File: src/rtl/fasg_pkg.sv
`default_nettype none

package fasg_pkg;

  // default sizes
  localparam int AxesDefault      = 4;
  localparam int IdleTicksDefault = 100;

  // fixed field widths
  localparam int MagW   = 14;
  localparam int PosW   = 32;
  localparam int StepsW = 17;
  localparam int IdleW  = 8;
  localparam int RegW   = 32;

  localparam logic [StepsW-1:0] StepsMax  = 17'h1_FFFF;
  localparam logic [IdleW-1:0]  IdleReset = 8'd200;

  // target scaling: mag * 2^27 / 1000 rounded equals
  // mag * 134217 + floor((mag * 91 + 62) / 125); the divide by 125 is a
  // reciprocal multiply, exact for the 21-bit remainder term
  localparam int                FracW      = 21;
  localparam logic [PosW-1:0]   TgtWhole   = 32'd134217;
  localparam logic [FracW-1:0]  TgtFracMul = 21'd91;
  localparam logic [FracW-1:0]  TgtRound   = 21'd62;
  localparam int                RecipW     = 43;
  localparam logic [RecipW-1:0] RecipMul   = 43'd2147484;
  localparam int                RecipShift = 28;
  localparam int                QuotW      = 15;

  // serial multiplier, one multiplier bit per cycle
  localparam int MagDiffW = 33;
  localparam int MulSteps = 32;

  // item kinds
  typedef enum logic [1:0] {
    KIND_CMD  = 2'd0,
    KIND_TICK = 2'd1,
    KIND_HOME = 2'd2,
    KIND_NOP  = 2'd3
  } kind_e;

  // register map
  localparam logic [3:0] CfgSprBase = 4'd0;
  localparam logic [3:0] CfgRpsBase = 4'd4;
  localparam logic [3:0] CfgCount   = 4'd8;

  localparam logic [RegW-1:0] SprReset [4] = '{32'd417215133, 32'd417215133,
                                               32'd317083504, 32'd317083504};
  localparam logic [RegW-1:0] RpsReset [4] = '{32'd674652, 32'd674652,
                                               32'd887700, 32'd887700};

  // home positions in Q5.27: 0, 0.785, -1.5708, 0 rad
  localparam logic [PosW-1:0] HomePos [4] = '{32'h0000_0000, 32'h0647_AE14,
                                              32'hF36F_0069, 32'h0000_0000};

endpackage

`default_nettype wire

File: src/rtl/four_axis_stepper_step_generator.sv
// command item: per axis target load, reciprocal scale, difference,
//   32-step shift-add multiply, writeback; after the last axis the result is loaded
// tick item: one axis per cycle through the shared position adder, then the result is loaded
// home and no-op items go straight to the output state; one item in flight at a time
// next item taken from the cycle after its result is loaded; an untaken result stalls the output
// reset: positions, step counts, pins cleared, idle counters at 200, registers at defaults
`default_nettype none

module four_axis_stepper_step_generator
  import fasg_pkg::*;
#(
  parameter int AXES       = AxesDefault,
  parameter int IDLE_TICKS = IdleTicksDefault
) (
  input  wire logic        clk_i,
  input  wire logic        rst_ni,
  // input items
  input  wire logic        s_axis_tvalid,
  output logic             s_axis_tready,
  // target_mag_0, target_mag_1, target_mag_2, target_mag_3,
  // target_neg_0, target_neg_1, target_neg_2, target_neg_3, homed_axis, zero fill
  input  wire logic [63:0] s_axis_tdata,
  // kind
  input  wire logic [1:0]  s_axis_tuser,
  // result items
  output logic             m_axis_tvalid,
  input  wire logic        m_axis_tready,
  // step_levels, dir_levels, enable_levels, zero fill
  output logic [15:0]      m_axis_tdata,
  // register writes
  input  wire logic        cfg_valid_i,
  output logic             cfg_ready_o,
  input  wire logic [3:0]  cfg_index_i,
  input  wire logic [31:0] cfg_data_i
);

  localparam int IdxW = (AXES > 1) ? $clog2(AXES) : 1;
  localparam logic [IdxW-1:0] LastIdx = IdxW'(AXES - 1);

  typedef enum logic [7:0] {
    ST_IDLE = 8'b0000_0001,
    ST_LOAD = 8'b0000_0010,
    ST_DIV  = 8'b0000_0100,
    ST_DIFF = 8'b0000_1000,
    ST_MUL  = 8'b0001_0000,
    ST_WB   = 8'b0010_0000,
    ST_TICK = 8'b0100_0000,
    ST_OUT  = 8'b1000_0000
  } state_e;

  state_e              state_q;
  logic [IdxW-1:0]     idx_q;
  logic [5:0]          cnt_q;
  logic [3:0]          stepped_q;
  logic                m_valid_q;
  logic [11:0]         out_q;

  // configuration
  logic [RegW-1:0]     spr_q [4];
  logic [RegW-1:0]     rps_q [4];

  // per-axis state
  logic [PosW-1:0]     pos_q     [AXES];
  logic [StepsW-1:0]   steps_q   [AXES];
  logic                down_q    [AXES];
  logic                dir_q     [AXES];
  logic [IdleW-1:0]    idle_q    [AXES];
  logic                en_q      [AXES];

  // command item fields
  logic [MagW-1:0]     mag_in_q  [4];
  logic                neg_in_q  [4];

  // shared arithmetic unit
  logic [FracW-1:0]    frac_q;
  logic [PosW-1:0]     base_q;
  logic [PosW-1:0]     tgt_q;
  logic [MagDiffW-1:0] mag_q;
  logic                down_cmd_q;
  logic [MagDiffW-1:0] hi_q;
  logic [31:0]         lo_q;

  logic                in_accept;
  logic                out_load;
  logic [1:0]          home_axis;
  kind_e               kind;
  logic [3:0]          idx_ext;
  logic                idx_real;
  logic [RegW-1:0]     cur_spr;
  logic [RegW-1:0]     cur_rps;
  logic [MagW-1:0]     cur_mag;
  logic                cur_neg;
  logic [PosW-1:0]     cur_pos;
  logic [RecipW-1:0]   recip_prod;
  logic [33:0]         tgt_abs;
  logic [33:0]         tgt_s;
  logic [33:0]         diff;
  logic [MagDiffW-1:0] diff_mag;
  logic                diff_down;
  logic [33:0]         mul_sum;
  logic [StepsW-1:0]   steps_sat;
  logic                busy;
  logic [PosW-1:0]     delta;
  logic [PosW-1:0]     pos_next;
  logic [IdleW-1:0]    idle_next;
  logic [3:0]          dir_vec;
  logic [3:0]          en_vec;

  assign in_accept     = s_axis_tvalid && s_axis_tready;
  assign s_axis_tready = (state_q == ST_IDLE);
  assign cfg_ready_o   = 1'b1;
  assign m_axis_tvalid = m_valid_q;
  assign m_axis_tdata  = {4'b0000, out_q};
  assign kind          = kind_e'(s_axis_tuser);
  assign home_axis     = s_axis_tdata[61:60];
  assign out_load      = (state_q == ST_OUT) && (!m_valid_q || m_axis_tready);

  // operand selection for the current axis; axes past four see zero configuration and command operands
  assign idx_ext  = 4'(idx_q);
  assign idx_real = (idx_ext < 4'd4);
  assign cur_spr  = idx_real ? spr_q[idx_ext[1:0]] : '0;
  assign cur_rps  = idx_real ? rps_q[idx_ext[1:0]] : '0;
  assign cur_mag  = idx_real ? mag_in_q[idx_ext[1:0]] : '0;
  assign cur_neg  = idx_real ? neg_in_q[idx_ext[1:0]] : 1'b0;
  assign cur_pos  = pos_q[idx_q];

  // divide by 125 as a reciprocal multiply
  assign recip_prod = RecipW'(frac_q) * RecipMul;

  // signed difference position minus target
  assign tgt_abs   = {2'b00, tgt_q};
  assign tgt_s     = cur_neg ? (34'd0 - tgt_abs) : tgt_abs;
  assign diff      = {{2{cur_pos[PosW-1]}}, cur_pos} - tgt_s;
  assign diff_mag  = diff[33] ? MagDiffW'(34'd0 - diff) : diff[MagDiffW-1:0];
  assign diff_down = !diff[33] && (diff != 34'd0);

  // shift-add multiply step, product ends in {hi, lo}; steps are product >> 43
  assign mul_sum   = {1'b0, hi_q} + (lo_q[0] ? {1'b0, mag_q} : 34'd0);
  assign steps_sat = (hi_q[32:28] != 5'd0) ? StepsMax : hi_q[27:11];

  // tick update for the current axis
  assign busy      = (steps_q[idx_q] != '0);
  assign delta     = PosW'(cur_rps[31:5]) + PosW'(cur_rps[4]);
  assign pos_next  = down_q[idx_q] ? (cur_pos - delta) : (cur_pos + delta);
  always_comb begin
    if (busy) begin
      idle_next = IdleW'(IDLE_TICKS);
    end else if (idle_q[idx_q] != '0) begin
      idle_next = idle_q[idx_q] - 8'd1;
    end else begin
      idle_next = '0;
    end
  end

  // pin levels shown in the result
  always_comb begin
    dir_vec = '0;
    en_vec  = '0;
    for (int i = 0; i < 4; i++) begin
      if (i < AXES) begin
        dir_vec[i] = dir_q[i];
        en_vec[i]  = en_q[i];
      end
    end
  end

  // sequencer and architectural state
  always_ff @(posedge clk_i or negedge rst_ni) begin
    if (!rst_ni) begin
      state_q   <= ST_IDLE;
      idx_q     <= '0;
      cnt_q     <= '0;
      stepped_q <= '0;
      m_valid_q <= 1'b0;
      out_q     <= '0;
      for (int i = 0; i < 4; i++) begin
        spr_q[i] <= SprReset[i];
        rps_q[i] <= RpsReset[i];
      end
      for (int i = 0; i < AXES; i++) begin
        pos_q[i]   <= '0;
        steps_q[i] <= '0;
        down_q[i]  <= 1'b0;
        dir_q[i]   <= 1'b0;
        idle_q[i]  <= IdleReset;
        en_q[i]    <= 1'b0;
      end
    end else begin
      // register writes, indexes past the map are dropped
      if (cfg_valid_i && cfg_ready_o && (cfg_index_i < CfgCount)) begin
        if (cfg_index_i >= CfgRpsBase) begin
          rps_q[cfg_index_i[1:0]] <= cfg_data_i;
        end else begin
          spr_q[cfg_index_i[1:0]] <= cfg_data_i;
        end
      end

      // output register: load a new result or drop a taken one
      if (out_load) begin
        out_q     <= {en_vec, dir_vec, stepped_q};
        m_valid_q <= 1'b1;
      end else if (m_axis_tready) begin
        m_valid_q <= 1'b0;
      end

      case (state_q)
        ST_IDLE: begin
          if (in_accept) begin
            idx_q     <= '0;
            stepped_q <= '0;
            case (kind)
              KIND_CMD:  state_q <= ST_LOAD;
              KIND_TICK: state_q <= ST_TICK;
              KIND_HOME: begin
                for (int i = 0; i < AXES; i++) begin
                  if (32'(home_axis) == i) begin
                    pos_q[i] <= HomePos[home_axis];
                  end
                end
                state_q <= ST_OUT;
              end
              default:   state_q <= ST_OUT;
            endcase
          end
        end
        ST_LOAD: begin
          state_q <= ST_DIV;
        end
        ST_DIV: begin
          state_q <= ST_DIFF;
        end
        ST_DIFF: begin
          cnt_q   <= '0;
          state_q <= ST_MUL;
        end
        ST_MUL: begin
          cnt_q <= cnt_q + 6'd1;
          if (cnt_q == 6'(MulSteps - 1)) begin
            state_q <= ST_WB;
          end
        end
        ST_WB: begin
          steps_q[idx_q] <= steps_sat;
          down_q[idx_q]  <= down_cmd_q;
          if (idx_q == LastIdx) begin
            state_q <= ST_OUT;
          end else begin
            idx_q   <= idx_q + IdxW'(1);
            state_q <= ST_LOAD;
          end
        end
        ST_TICK: begin
          idle_q[idx_q] <= idle_next;
          en_q[idx_q]   <= (idle_next == '0) && (idx_ext != 4'd2);
          if (busy) begin
            dir_q[idx_q]   <= (idx_ext < 4'd2) ? !down_q[idx_q] : down_q[idx_q];
            pos_q[idx_q]   <= pos_next;
            steps_q[idx_q] <= steps_q[idx_q] - StepsW'(1);
            if (idx_real) begin
              stepped_q[idx_ext[1:0]] <= 1'b1;
            end
          end
          if (idx_q == LastIdx) begin
            state_q <= ST_OUT;
          end else begin
            idx_q <= idx_q + IdxW'(1);
          end
        end
        ST_OUT: begin
          if (out_load) begin
            state_q <= ST_IDLE;
          end
        end
        default: state_q <= ST_IDLE;
      endcase
    end
  end

  // datapath of the shared scale and multiply unit
  always_ff @(posedge clk_i) begin
    case (state_q)
      ST_IDLE: begin
        if (in_accept) begin
          for (int i = 0; i < 4; i++) begin
            mag_in_q[i] <= s_axis_tdata[i*MagW +: MagW];
            neg_in_q[i] <= s_axis_tdata[4*MagW + i];
          end
        end
      end
      ST_LOAD: begin
        frac_q <= FracW'(cur_mag) * TgtFracMul + TgtRound;
        base_q <= PosW'(cur_mag) * TgtWhole;
      end
      ST_DIV: begin
        tgt_q <= base_q + PosW'(recip_prod[RecipShift +: QuotW]);
      end
      ST_DIFF: begin
        mag_q      <= diff_mag;
        down_cmd_q <= diff_down;
        hi_q       <= '0;
        lo_q       <= cur_spr;
      end
      ST_MUL: begin
        hi_q <= mul_sum[33:1];
        lo_q <= {mul_sum[0], lo_q[31:1]};
      end
      default: ;
    endcase
  end

  // one item in flight: an accepted item drops ready
  assert property (@(posedge clk_i) disable iff (!rst_ni)
    in_accept |=> !s_axis_tready)
    else $error("ready stayed high after an item was accepted");

  // axis 2 enable pin never goes high
  assert property (@(posedge clk_i) disable iff (!rst_ni)
    m_axis_tvalid |-> !m_axis_tdata[10])
    else $error("axis 2 enable driven high");

  // a command never reports step pulses
  assert property (@(posedge clk_i) disable iff (!rst_ni)
    (state_q == ST_WB) |-> (stepped_q == 4'd0))
    else $error("step pulses recorded during a command");

  // the multiplier count stays inside its range
  assert property (@(posedge clk_i) disable iff (!rst_ni)
    (state_q == ST_MUL) |-> (cnt_q < 6'(MulSteps)))
    else $error("multiplier step count out of range");

endmodule

`default_nettype wire
File: config.mk
export PLATFORM = sky130hd
export DESIGN_NAME = four_axis_stepper_step_generator
export DESIGN_NICKNAME = d
export VERILOG_FILES = /design/src/rtl/fasg_pkg.sv /design/src/rtl/four_axis_stepper_step_generator.sv
export SDC_FILE = /design/constraint.sdc
export NUM_CORES = 2
export LEC_CHECK = 0
export ABC_AREA = 1
export BUFFER_PORTS_ARGS = -buffer_cell sky130_fd_sc_hd__buf_2
export CORE_ASPECT_RATIO = 1.2
export CORE_MARGIN = 2
export CORE_UTILIZATION = 57
export CTS_CLUSTER_DIAMETER = 200
export DETAILED_ROUTE_END_ITERATION = 8
export PLACE_DENSITY = 0.73
export SKIP_CTS_REPAIR_TIMING = 1
export SYNTH_ARGS = -nofsm -noshare
export SYNTH_HDL_FRONTEND = slang
export SYNTH_SLANG_ARGS = --single-unit
export TNS_END_PERCENT = 30
File: constraint.sdc
create_clock -name clk_i -period 8.05 [get_ports clk_i]
set_input_delay 0.4025 -clock clk_i [delete_from_list [all_inputs] [get_ports clk_i]]
set_output_delay 0.4025 -clock clk_i [all_outputs]
set_load 0.01 [all_outputs]
Yosys cells after proc, flatten, opt, wreduce, memory -nomap -nowiden
Memories as Yosys holds them, arrays and structs flattened.
Cells that the tools add are included.
{"block": "word_totals", "wordCells": 229, "latch_bits": 0, "ramBits": 60, "out_inout_bits": 19, "mem_bits_ro": 0, "input_bits": 107, "n_memories": 2, "regBits": 713}
{"name": "mag_in_q", "depth": 4, "width": 14, "rd": 1, "rd_clocked_by_memory_dff": 0, "write_ports": 4, "line_no": "four_axis_stepper_step_generator.sv:71", "source": "logic [MagW-1:0] mag_in_q [4];"}
{"name": "neg_in_q", "depth": 4, "width": 1, "rd": 1, "rd_clocked_by_memory_dff": 0, "write_ports": 4, "line_no": "four_axis_stepper_step_generator.sv:72", "source": "logic neg_in_q [4];"}
{"block": "op_classes", "div_mod_pow": 0, "shifts": 0, "magnitude_cmp": 11, "eq_ne": 28, "n_mul": 3, "reduce_logical": 36, "bitwise_logic": 5, "n_addsub": 13, "n_mux": 86}
{"operator": "$mux 32", "n": 17}
{"operator": "$bwmux 128", "n": 3}
{"operator": "$mux 128", "n": 3}
{"operator": "$bmux 32 s2", "n": 4}
{"operator": "$pmux 128 s2", "n": 1}
{"operator": "$bwmux 68", "n": 2}
{"operator": "$pmux 68 s2", "n": 1}
{"operator": "$demux 32 s2", "n": 2}
{"operator": "$mux 8", "n": 10}
{"operator": "$mux 17", "n": 4}
{"operator": "$mux 68", "n": 1}
{"operator": "$mux 33", "n": 2}
{"operator": "$pmux 33 s2", "n": 1}
{"operator": "$pmux 32 s2", "n": 1}
{"operator": "$pmux 8 s8", "n": 1}
{"operator": "$mul 21x20->41 const B", "n": 1}
{"operator": "$add 33x33->34", "n": 1}
{"operator": "$bmux 17 s2", "n": 1}
{"operator": "$demux 17 s2", "n": 1}
{"operator": "$mux 34", "n": 1}
{"operator": "$reduce_bool 34->1", "n": 1}
{"operator": "$sub 34x34->34", "n": 1}
{"operator": "$sub 1x32->33 const A", "n": 1}
{"operator": "$sub 1x33->33 const A", "n": 1}
{"operator": "other kinds (62)", "n": 120}

Logic depth before layout (Yosys ltp)
{"block": "depth", "word_depth": 11, "ltp_mapped": 41, "depth_no_buf": 38}

Worst setup path before layout
Ideal clock, no wire load.
{"block": "synth_timing", "kind": "reg2reg", "startpoint": "register frac_q[2]", "endpoint": "register tgt_q[28] (data pin)", "arrival_ns": 6.930, "n_path_buf": 0, "setup_time_ns": 0.257, "setup_slack_ns": 0.863, "synth_period_minus_slack_ns": 7.187, "required_time_ns": 7.793, "path_stages_with_launch": 36, "cell_sequence": "edfxtp_1 ha_1 ha_1 inv_1 fa_1 inv_1 ha_1 fa_1 inv_1 fa_1 fa_1 inv_1 ha_1 nand2_1 nor4_1 nand2_1 and2_1 o21ai_0 a21oi_1 o21ai_0 xor2_1 ha_1 fa_1 nand2_1 nand2_1 a21oi_1 o21ai_0 nand3_1 nand2_1 nand3_1 nand2_1 a21oi_1 o21ai_0 and3_1 nand2_1 xor2_1"}
{"block": "synth_between", "elab_chain_len": 2}
{"element": "start: declaration", "line_no": "four_axis_stepper_step_generator.sv:75", "source": "logic [FracW-1:0] frac_q;"}
{"element": "start signal: assignment", "line_no": "four_axis_stepper_step_generator.sv:291", "source": "frac_q <= FracW'(cur_mag) * TgtFracMul + TgtRound;"}
{"element": "$mul 21x20->41", "line_no": "four_axis_stepper_step_generator.sv:128", "source": "assign recip_prod = RecipW'(frac_q) * RecipMul;"}
{"element": "$add 32x15->32", "line_no": "four_axis_stepper_step_generator.sv:295", "source": "tgt_q <= base_q + PosW'(recip_prod[RecipShift +: QuotW]);"}
{"element": "end signal: assignment", "line_no": "four_axis_stepper_step_generator.sv:295"}
{"element": "end: declaration", "line_no": "four_axis_stepper_step_generator.sv:77", "source": "logic [PosW-1:0] tgt_q;"}
No other way between the ends.
A chain may end at the register's enable or synchronous reset.

Final worst setup path
{"block": "layout_timing", "startpoint": "register frac_q[1]", "endpoint": "register tgt_q[26] (data pin)"}
The elaborated chain is that of the path after synthesis.

==> flow_summary.ini <==
[outcome]
status = complete, no violations

[global_route]
grt_usage = 0.303
overflow = 0
grt_pass1_vias = 44100
grt_pass1_wl_um = 234000
grt_max_degree = 146
antenna_found_initial = 0

[final_layout]
drive_above_1_share = 0.0794
antenna-diode-count = 0
nets = 7421
multiInputGateArea_um2 = 29100
layout.area.seq_um2 = 20300
area_growth_pct = 9.86
n_fill_cell = 8084

[synth]
synth_area_leaders = dfrtp_1, edfxtp_1, ha_1, nand2_1, fa_1
ys_warn_count = 0
synth_top_cells_by_count = nand2_1, inv_1, nor2_1, o21ai_0, ha_1
netlist_instances = 6573
seq_area_frac_synth = 0.380
synth-seq-cells = 756
synth_flop_cell = dfrtp_1
synth.cell_area_um2 = 53300
async_flop_share = 0.679
synth_edf_count = 243
synth.most_common_cell = nand2_1
netlist.area_leader.share = 0.190
synth_area_leader_cell = dfrtp_1
syn_avg_cell_area_um2 = 8.11
ys_types = 67

[drt]
via_per_inst = 5.64
dr.pass1.iters = 6
vias = 45100
drc = 0
finalWirelength_um = 148000
postRouteAntennaNets = 0
avgRoutedWirePerCell_um = 18.5
drt_iter0_markers = 3835

[timing]
tns_ns = 0
fin_skew_ns = 0.0402
post-route-min-period_ns = 7.56
setup_viol = 0
slew_viol_final = 0
rsz0062_at_grt = false
slew_headroom = 0.241
hold_violations = 0
max_clock_freq_mhz = 132
worst_pin_slew_ns = 1.14
fin_crit_sh = 0.939

[die]
die_y_um = 339
start_util = 0.576
dieArea_um2 = 96000
core_area_um2 = 92500
row_count = 122
die_w_um = 283
io-pin-count = 126

[critical_path]
endpoint_kind = register
worst_setup_path_start_kind = register
crit_top_cell = nand2_1
required_ns = 8.44
path_class = register to register
max_stage_delay_ns = 0.54
arrival_ns = 7.95
critPathSlowestCell = fa_1
crit_fanout = 4

[cts]
cts_sinks = 756
cts_tree = built
clockBufferDepth = 3
cts_inserted_buffers = 80
cts_root_buf = clkbuf_16
clock_latency_ns = 0.68
htree_levels = 3
cts.clk_slew.worst_paths_ns = 0.06

[flow_run]
max_cap_viol_count = 0

[placement]
dpl.hpwl_um = 106000
io_buffers = 118
routabilityCongestion = 0.963

[hold_path]
hold_path.class = input pin to register
==> cells by family (layout without fill, tap and decap cells) <==
group | count (synthesis) | in the layout | share of synthesized area
other | 2 | 5 | 0.000141
and+or+nand+nor | 2714 | 2714 | 0.209
AOI/OAI and AO/OA | 1224 | 1224 | 0.126
adders and majority gates | 622 | 622 | 0.168
DFF | 756 | 756 | 0.380
muxes | 7 | 7 | 0.00146
xor gates and xnor gates | 239 | 239 | 0.0396
buffers and inverters | 1009 | 1192 | 0.0754
==> flip-flops by register name (all words and copies together), names as in the netlist, 32 cells and up <==
register	flops
steps_q	68
spr_q	128
mag_q	33
rps_q	112
hi_q	33
pos_q	128
lo_q	32
idle_q	32
mag_in_q	56
tgt_q	32
==> path summary, 6_finish.rpt <==
| path | endpoint | slack, ns | depth (start not counted) | startpoint |
|---|---|---|---|---|
| setup / recovery | tgt_q[26] | 0.49 | 35 | frac_q[1] |
| hold / removal | spr_q[99] | 0.004 | 3 | cfg_data_i[3] |
| setup reg to reg | tgt_q[26] | 0.49 | 35 | frac_q[1] |
| hold reg to reg | steps_q[44] | 0.47 | 2 | steps_q[44] |
| max in group asynchronous | pos_q[125] | 5.62 | 4 | rst_ni |
| min in group asynchronous | spr_q[39] | 0.37 | 2 | rst_ni |
==> metal layers <==
metal	up-vias	global-route usage	part of all wire
met1	21400	0.381	0.40
met4	0	0.161	0.055
met5	-	0	0
met3	313	0.0382	0.059
met2	1500	0.509	0.48
li1	21900	-	-
==> through the flow <==
stage               setup WS [ns]  hold WS [ns]  utilization  area, um^2  std cells
finish                      0.492       0.00361        0.633       58500       7999
global route               0.0339        0.0303        0.633       58500       7999
CTS                         0.208        -0.197        0.626       57900       7935
detailed placement          0.189         0.453        0.595       55100       7786
global placement            0.303         0.449        0.595       55100       7786
floorplan                   0.863         0.107            -       53300       6576
==> critical path: cells and delay by family (launching register included) <==
kind | cells | cell delay, ns
compound gates | 7 | 1.27
xor+xnor | 2 | 0.22
fa+ha+maj | 10 | 3.81
buf+inv | 4 | 0.20
flops | 1 | 0.46
simple gates | 12 | 1.32
==> cell usage in the layout (no fill, tap or decap), types with 94 or more instances in the layout <==
cell and count:
a21oi_1 408, nand2_1 1498, nand3_1 315, xor2_1 166, dfstp_2 109, o21ai_0 521
nor2_1 708, ha_1 463, o22ai_1 94, fa_1 159, buf_2 117, edfxtp_1 243
dfrtp_1 402, inv_1 773
==> area by class of cell <==
class / count / area share
Clock buffer: 104 / 0.0382
Sequential cell: 756 / 0.346
Timing Repair Buffer: 250 / 0.0307
Tap cell: 1240 / 0.0265
Inverter: 793 / 0.0511
Clock inverter: 45 / 0.0103
Multi-Input combinational cell: 4811 / 0.497
Power is left out: the tool's default activity adds up to more than one toggle a clock period on the data nets, which glitch-free logic cannot reach.
